<file path="src/rtl/fbec_pkg.sv">
package fbec_pkg;

  localparam int unsigned WORD_W       = 32;
  localparam int unsigned IDX_W        = 5;
  localparam int unsigned CNT_W        = 7;
  localparam int unsigned TOT_W        = 8;
  localparam int unsigned POP_W        = $clog2(WORD_W) + 1;

  localparam int unsigned FAULT_BITS_DEFAULT = 32;
  localparam int unsigned NARROW_BITS  = 16;
  localparam int unsigned EXCLUDED_BIT = 15;

  localparam logic [CNT_W-1:0] COUNT_MAX = CNT_W'(99);
  localparam logic [TOT_W-1:0] TOTAL_MAX = TOT_W'(255);

  typedef logic [WORD_W-1:0] fault_word_t;
  typedef logic [IDX_W-1:0]  read_index_t;
  typedef logic [CNT_W-1:0]  event_count_t;
  typedef logic [TOT_W-1:0]  active_total_t;

endpackage

</file>
<file path="src/rtl/fbec_in_if.sv">
interface fbec_in_if
  import fbec_pkg::*;
();
  logic        valid;
  logic        ready;
  fault_word_t fault_word;
  read_index_t read_index;
  logic        clear_total;

  modport source (output valid, fault_word, read_index, clear_total, input ready);
  modport sink   (input valid, fault_word, read_index, clear_total, output ready);
endinterface

</file>
<file path="src/rtl/fbec_out_if.sv">
interface fbec_out_if
  import fbec_pkg::*;
();
  logic          valid;
  logic          ready;
  fault_word_t   rising_mask;
  active_total_t active_total;
  event_count_t  selected_count;

  modport source (output valid, rising_mask, active_total, selected_count, input ready);
  modport sink   (input valid, rising_mask, active_total, selected_count, output ready);
endinterface

</file>
<file path="src/rtl/fbec_counters.sv">
module fbec_counters
  import fbec_pkg::*;
#(
  parameter int unsigned FAULT_BITS = FAULT_BITS_DEFAULT
) (
  input  logic         clk_i,
  input  logic         rst_ni,
  input  logic         upd_i,
  input  logic         wide_mode_i,
  input  fault_word_t  fault_word_i,
  input  read_index_t  read_index_i,
  output fault_word_t  rising_mask_o,
  output fault_word_t  active_o,
  output event_count_t selected_count_o
);

  localparam int unsigned CIW = $clog2(FAULT_BITS);
  localparam fault_word_t WIDE_MASK   = WORD_W'((64'd1 << FAULT_BITS) - 64'd1);
  localparam fault_word_t NARROW_MASK = WORD_W'((64'd1 << NARROW_BITS) - 64'd1);
  localparam fault_word_t EXCL_MASK   = ~(WORD_W'(1) << EXCLUDED_BIT);

  fault_word_t  prev_q;
  fault_word_t  mask;
  fault_word_t  rising;
  event_count_t cnt_q [FAULT_BITS];
  event_count_t cnt_d [FAULT_BITS];

  assign mask   = wide_mode_i ? WIDE_MASK : NARROW_MASK;
  assign rising = fault_word_i & ~prev_q & mask;

  assign rising_mask_o = rising;
  assign active_o      = fault_word_i & mask & EXCL_MASK;

  always_comb begin
    for (int i = 0; i < FAULT_BITS; i++) begin
      if (rising[i] && (cnt_q[i] != COUNT_MAX)) begin
        cnt_d[i] = cnt_q[i] + CNT_W'(1);
      end else begin
        cnt_d[i] = cnt_q[i];
      end
    end
  end

  // indices at or past FAULT_BITS have no counter, so they read as zero
  always_comb begin
    if ({1'b0, read_index_i} < (IDX_W + 1)'(FAULT_BITS)) begin
      selected_count_o = cnt_d[read_index_i[CIW-1:0]];
    end else begin
      selected_count_o = '0;
    end
  end

  always_ff @(posedge clk_i or negedge rst_ni) begin
    if (!rst_ni) begin
      prev_q <= '0;
      for (int i = 0; i < FAULT_BITS; i++) begin
        cnt_q[i] <= '0;
      end
    end else if (upd_i) begin
      prev_q <= fault_word_i;
      for (int i = 0; i < FAULT_BITS; i++) begin
        cnt_q[i] <= cnt_d[i];
      end
    end
  end

endmodule

</file>
<file path="src/rtl/fbec_total.sv">
module fbec_total
  import fbec_pkg::*;
(
  input  logic          clk_i,
  input  logic          rst_ni,
  input  logic          upd_i,
  input  logic          clear_i,
  input  fault_word_t   active_i,
  output active_total_t total_o
);

  active_total_t    total_q;
  logic [POP_W-1:0] pop;
  logic [TOT_W:0]   sum;

  assign pop = POP_W'($countones(active_i));
  assign sum = {1'b0, (clear_i ? '0 : total_q)} + (TOT_W + 1)'(pop);

  // saturating add, result is the total after this transfer
  assign total_o = sum[TOT_W] ? TOTAL_MAX : sum[TOT_W-1:0];

  always_ff @(posedge clk_i or negedge rst_ni) begin
    if (!rst_ni) begin
      total_q <= '0;
    end else if (upd_i) begin
      total_q <= total_o;
    end
  end

endmodule

</file>
<file path="src/rtl/fault_bit_event_counter.sv">
// Fault bit event counter.
// Input channel in_i carries one fault word, a counter index and a clear flag
// per transfer; output channel out_o returns one result per input: the mask
// of examined bits that rose since the previous word, the saturating active
// total (bit 15 excluded) and the event counter named by read_index.
// cfg_we_i / cfg_wdata_i write wide_mode: 0 examines bits 0..15, 1 examines
// bits 0..FAULT_BITS-1. Write it only while no item is in flight.
// A result passes the input register, then the result register, before it can
// transfer on out_o; the counter and total logic sits between the two registers.
// Throughput: one item per cycle while out_o is not stalled; the counter bank,
// popcount and saturating adders are all combinational.
// A full result register holds while out_o.ready is low; the input register
// still takes one more item, after which in_i.ready drops until out_o moves.
// Reset clears the previous word, all event counters, the total, wide_mode
// and both valid flags; in_i.ready is high once reset is released.
module fault_bit_event_counter
  import fbec_pkg::*;
#(
  parameter int unsigned FAULT_BITS = FAULT_BITS_DEFAULT
) (
  input  logic       clk_i,
  input  logic       rst_ni,
  input  logic       cfg_we_i,
  input  logic       cfg_wdata_i,
  fbec_in_if.sink    in_i,
  fbec_out_if.source out_o
);

  logic          wide_mode_q;
  logic          s1_valid_q;
  fault_word_t   s1_word_q;
  read_index_t   s1_idx_q;
  logic          s1_clr_q;
  logic          out_valid_q;
  fault_word_t   rising_q;
  active_total_t total_q;
  event_count_t  sel_q;

  logic          adv;
  fault_word_t   rising;
  fault_word_t   active;
  active_total_t total;
  event_count_t  sel;

  assign adv        = s1_valid_q && (!out_valid_q || out_o.ready);
  assign in_i.ready = !s1_valid_q || adv;

  always_ff @(posedge clk_i or negedge rst_ni) begin
    if (!rst_ni) begin
      wide_mode_q <= 1'b0;
    end else if (cfg_we_i) begin
      wide_mode_q <= cfg_wdata_i;
    end
  end

  always_ff @(posedge clk_i or negedge rst_ni) begin
    if (!rst_ni) begin
      s1_valid_q <= 1'b0;
    end else if (in_i.ready) begin
      s1_valid_q <= in_i.valid;
    end
  end

  always_ff @(posedge clk_i) begin
    if (in_i.ready && in_i.valid) begin
      s1_word_q <= in_i.fault_word;
      s1_idx_q  <= in_i.read_index;
      s1_clr_q  <= in_i.clear_total;
    end
  end

  fbec_counters #(
    .FAULT_BITS(FAULT_BITS)
  ) u_counters (
    .clk_i           (clk_i),
    .rst_ni          (rst_ni),
    .upd_i           (adv),
    .wide_mode_i     (wide_mode_q),
    .fault_word_i    (s1_word_q),
    .read_index_i    (s1_idx_q),
    .rising_mask_o   (rising),
    .active_o        (active),
    .selected_count_o(sel)
  );

  fbec_total u_total (
    .clk_i   (clk_i),
    .rst_ni  (rst_ni),
    .upd_i   (adv),
    .clear_i (s1_clr_q),
    .active_i(active),
    .total_o (total)
  );

  always_ff @(posedge clk_i or negedge rst_ni) begin
    if (!rst_ni) begin
      out_valid_q <= 1'b0;
    end else if (adv) begin
      out_valid_q <= 1'b1;
    end else if (out_o.ready) begin
      out_valid_q <= 1'b0;
    end
  end

  always_ff @(posedge clk_i) begin
    if (adv) begin
      rising_q <= rising;
      total_q  <= total;
      sel_q    <= sel;
    end
  end

  assign out_o.valid          = out_valid_q;
  assign out_o.rising_mask    = rising_q;
  assign out_o.active_total   = total_q;
  assign out_o.selected_count = sel_q;

endmodule

</file>
<file path="src/flat_wrapper.sv">
// flat-port wrapper written by rule: the top's interface ports become plain ports
module fault_bit_event_counter_flat import fbec_pkg::*;
#(
  parameter int unsigned FAULT_BITS = FAULT_BITS_DEFAULT
)
  (clk_i, rst_ni, cfg_we_i, cfg_wdata_i, in_i_valid, in_i_fault_word, in_i_read_index, in_i_clear_total, in_i_ready, out_o_valid, out_o_rising_mask, out_o_active_total, out_o_selected_count, out_o_ready);
  fbec_in_if in_i_i ();
  fbec_out_if out_o_i ();
  input  logic clk_i;
  input  logic rst_ni;
  input  logic cfg_we_i;
  input  logic cfg_wdata_i;
  input wire logic [$bits(in_i_i.valid)-1:0] in_i_valid;
  input wire logic [$bits(in_i_i.fault_word)-1:0] in_i_fault_word;
  input wire logic [$bits(in_i_i.read_index)-1:0] in_i_read_index;
  input wire logic [$bits(in_i_i.clear_total)-1:0] in_i_clear_total;
  output wire logic [$bits(in_i_i.ready)-1:0] in_i_ready;
  output wire logic [$bits(out_o_i.valid)-1:0] out_o_valid;
  output wire logic [$bits(out_o_i.rising_mask)-1:0] out_o_rising_mask;
  output wire logic [$bits(out_o_i.active_total)-1:0] out_o_active_total;
  output wire logic [$bits(out_o_i.selected_count)-1:0] out_o_selected_count;
  input wire logic [$bits(out_o_i.ready)-1:0] out_o_ready;
  assign in_i_i.valid = in_i_valid;
  assign in_i_i.fault_word = in_i_fault_word;
  assign in_i_i.read_index = in_i_read_index;
  assign in_i_i.clear_total = in_i_clear_total;
  assign in_i_ready = in_i_i.ready;
  assign out_o_valid = out_o_i.valid;
  assign out_o_rising_mask = out_o_i.rising_mask;
  assign out_o_active_total = out_o_i.active_total;
  assign out_o_selected_count = out_o_i.selected_count;
  assign out_o_i.ready = out_o_ready;
  fault_bit_event_counter #(.FAULT_BITS(FAULT_BITS)) u_core (.clk_i(clk_i), .rst_ni(rst_ni), .cfg_we_i(cfg_we_i), .cfg_wdata_i(cfg_wdata_i), .in_i(in_i_i), .out_o(out_o_i));
endmodule
</file>
<file path="config.mk">
export PLATFORM = sky130hd
export DESIGN_NAME = fault_bit_event_counter_flat
export DESIGN_NICKNAME = d
export VERILOG_FILES = /design/src/rtl/fbec_pkg.sv /design/src/rtl/fbec_in_if.sv /design/src/rtl/fbec_out_if.sv /design/src/rtl/fbec_counters.sv /design/src/rtl/fbec_total.sv /design/src/rtl/fault_bit_event_counter.sv /design/src/flat_wrapper.sv
export SDC_FILE = /design/constraint.sdc
export NUM_CORES = 1
export LEC_CHECK = 0
export BUFFER_PORTS_ARGS = -buffer_cell sky130_fd_sc_hd__buf_2
export CORE_ASPECT_RATIO = 0.8
export CORE_MARGIN = 1
export CORE_UTILIZATION = 37
export DETAILED_ROUTE_END_ITERATION = 10
export GPL_TIMING_DRIVEN = 0
export PLACE_DENSITY = 0.58
export SYNTH_ARGS = -nofsm -noshare
export SYNTH_HDL_FRONTEND = slang
export SYNTH_SLANG_ARGS = --single-unit
</file>
<file path="constraint.sdc">
create_clock -name clk_i -period 8.15 [get_ports clk_i]
set_input_delay 2.445 -clock clk_i [delete_from_list [all_inputs] [get_ports clk_i]]
set_output_delay 2.445 -clock clk_i [all_outputs]
set_load 0.01 [all_outputs]
</file>
==> results.md <==
* CP Capture Type: register
* Cells along the critical path: buf_4 > buf_8 > buf_2 > clkbuf_1 > nand2_1 > fa_1 > fa_1 > fa_1 > fa_1 > fa_1 > fa_1 > inv_1 > ha_1 > fa_1 > xor2_1 > ha_1 > nor2b_1 > o21ai_0 > a21boi_0 > o21ai_0 > nand2_1 > o41ai_1 > nor2_1
* Ys Warns at 0
* RSZ-0062 raised after global routing: yes
* Initial core utilization at 37.7%
* Clk pin slew, worst setup/hold paths at about 0.06 ns
* Row cnt at 77
* Max Clk Rate at 129 MHz
* Status: complete, no violations
* Slowest-stage cell, CP: fa_1
* Most frequent cells in the layout: 278 x nand2_1, 267 x dfrtp_1, 205 x xnor2_1
* Detailed router's first-iteration violation count at approximately 1900
* Vias in the first global route at 16600
* Syn avg cell area at 10.0 sq um
* Critical Path RT at 8.48 ns
* Die area at 57800 sq um
* Worst path max stage delay at slightly below 0.6 ns
* Total grt overflow at 0
* Hold_sp: u_core.u_counters.prev_q[28]
* Ports at 93
* Count of input and output buffers at 92
* Mapped Area at 21000 sq um
* Fillers at 5411
* Fin area at 23900 sq um
* Net count, final at 2359
* Distinct cells, synth at 84
* R2r startpoint: u_core.wide_mode_q
* Inserted Clock Buffers at 41
* Max clock buf depth at 3
* Vias/cell at 5.67
* Drt drc at 0
* Area grow syn2layout at 13.5%
* HPWL Detailed at between 50 and 60 mm
* TNS Setup at 0 ns
* Sequential share of the synthesized area at 43.9%
* Crit Path Class: reg -> reg
* Hold buffers post-CTS at 0
* Fin crit share at a little over nine tenths
* Core area at 55700 sq um
* WP data arrival at 8.07 ns
* Synth top area share at 31.8%
* Cells after DPL at 2946
* GRT Util Overall at about a quarter
* Worst-path fanout max at 10
* Worst path most repeated cell: fa_1
* Leakage dissipation at 9.98 nW
* R2R setup slack at 0.41 ns
* Largest cells by area after synthesis: dfrtp_1 32%, edfxtp_1 12%, xnor2_1 8.5%
* Resized cells post-CTS at 0
* Cell accounting for the most synthesized area: dfrtp_1
* Non-filler cells, final at 3023
* Syn Inst Count at 2100
* Clock root buffer: clkbuf_16
* TritonCTS Sinks at 352
* Largest net degree at the start of global routing at between 100 and 150
* CP startpoint: u_core.wide_mode_q
* Final core utilization at 42.8%
* Final setup viols at 0
* Wirelength per Cell at around 24 um
* Type of origin of the critical path: register
* Global-route wire length before repair at approximately 110 mm
* Final Max Slew Viols at 0
* DRT Pass-1 Iters at 5
* Final hold vios at 0
* Htree depth at 2
* HP Class: reg -> reg
* WL final at ~72 mm
* Net count after synthesis at around 2200
* #FFs+latches synth at 352
* PwrDens at ~320 nW/um^2
* Die width at 268 um
* Maxcap violations at 0
* Initial antenna violation count at 1
* CTS tree: built
* Final Skew at 0.0219 ns
* Die Height at 215 um
* Commonest non-fill, non-tap cell in the layout: nand2_1
* Vias post-DR at roughly 17000
* Slew @ Worst Pin at 1.38 ns
* VDD IR max at 0.346 mV
* Placed Area at 22500 sq um
* Postcts setup bufs at 0
* Final Critical Period at 7.74 ns
* Hold slack at 0.472 ns
* Clock Latency Late Sink at 0.59 ns
* Asr flop ratio synth at 75.9%
* Relative slew slack at between 7 and 8%
* Gpl congestion at between 0.9 and 1
* Fraction of layout cells with a size suffix above 1 at 11.1%
* EDFF count, synth at 85
* Top_reg_cell synth: dfrtp_1
* ANT nets after route at 0
[path summary, 6_finish.rpt]
path	to	depth (start not counted)
worst max-delay path	u_core.out_o.active_total[7]	23
worst max register to register	u_core.out_o.active_total[7]	23
worst min-delay path	u_core.u_counters.prev_q[28]	2
min in group asynchronous	u_core.u_counters.cnt_q[87]	1
worst min register to register	u_core.u_counters.prev_q[28]	2
max in group asynchronous	u_core.wide_mode_q	2
[registers in the layout (all words and copies together) (netlist names)]
register	cells
u_core.u_counters.cnt_q	224
u_core.out_o.rising_mask	32
u_core.s1_word_q	32
u_core.u_counters.prev_q	32
u_core.out_o.active_total	8
u_core.u_total.total_q	8
u_core.out_o.selected_count	7
u_core.s1_idx_q	5
u_core.out_o.valid	1
u_core.s1_clr_q	1
u_core.s1_valid_q	1
u_core.wide_mode_q	1
[worst max-delay path: cells and delay by family (launching register included)]
kind / cells / cell delay (ns)
AO/OA/AOI/OAI: 4 / 1.21
XOR/XNOR: 1 / 0.18
buffers and inverters: 5 / 1.09
AND/OR/NAND/NOR: 4 / 0.54
flip-flops: 1 / 0.32
adder cells (fa/ha/maj): 9 / 4.11
[synth_stat cells (24+ instances only)]
cell type,instances
a21oi_1,38
fa_1,25
xor2_1,119
nor3_1,64
inv_1,70
nor2_1,117
o22ai_1,24
mux2i_1,39
o21ai_0,69
nand4_1,63
mux2_2,47
edfxtp_1,85
xnor2_1,205
ha_1,51
dfrtp_1,267
nand3_1,72
clkbuf_1,72
a211oi_1,24
nand2_1,278
nand4b_1,24
nand3b_1,24
[area by class of cell]
| class | count | area, sq um | share of cell area [%] |
|---|---|---|---|
| Timing Repair Buffer | 96 | 566 | 2.37 |
| Multi-Input combinational cell | 1580 | 11100 | 46.6 |
| Sequential cell | 352 | 9230 | 38.7 |
| Inverter | 70 | 263 | 1.10 |
| Tap cell | 750 | 938 | 3.93 |
| Buffer | 98 | 427 | 1.79 |
| Clock buffer | 49 | 1130 | 4.73 |
| Clock inverter | 27 | 189 | 0.792 |
| Antenna cell | 1 | 2.50 | 0.0105 |
[routing by layer]
layer,up-vias,part of all wire [%],GRT usage (%)
met4,0,3.1,8.33
met2,735,42,36.4
met3,122,8.7,4.48
li1,7736,-,-
met5,-,0,0
met1,8551,46,37.0
[through the flow]
step	worst slack, ns	total power, mW
floorplan	1.26	4.82
global placement	-0.824	5.60
detailed placement	0.350	5.72
CTS	0.317	7.61
global route	-0.0336	8.10
finish	0.412	7.61
[power by group]
| group | switching (mW) | total, mW | internal [mW] | leakage (nW) |
|---|---|---|---|---|
| Sequential | 0.473 | 2.76 | 2.29 | 4.28 |
| Clock | 0.808 | 1.86 | 1.05 | 0.639 |
| Combinational | 1.71 | 2.99 | 1.28 | 5.06 |
[cell families (layout without fill, tap and decap cells)]
kind of cell               count (synthesis)  in the layout  synth area share [%]
xor gates and xnor gates                 325            325                  13.6
adders and majority gates                 76             76                  5.42
DFF                                      352            352                  43.9
other                                      0              1                     0
muxes                                     90             90                  4.80
AOI/OAI and AO/OA                        281            281                  9.16
and+or+nand+nor                          808            808                  19.8
buffers and inverters                    168            340                  3.27
(Power assumes the default switching activity.)
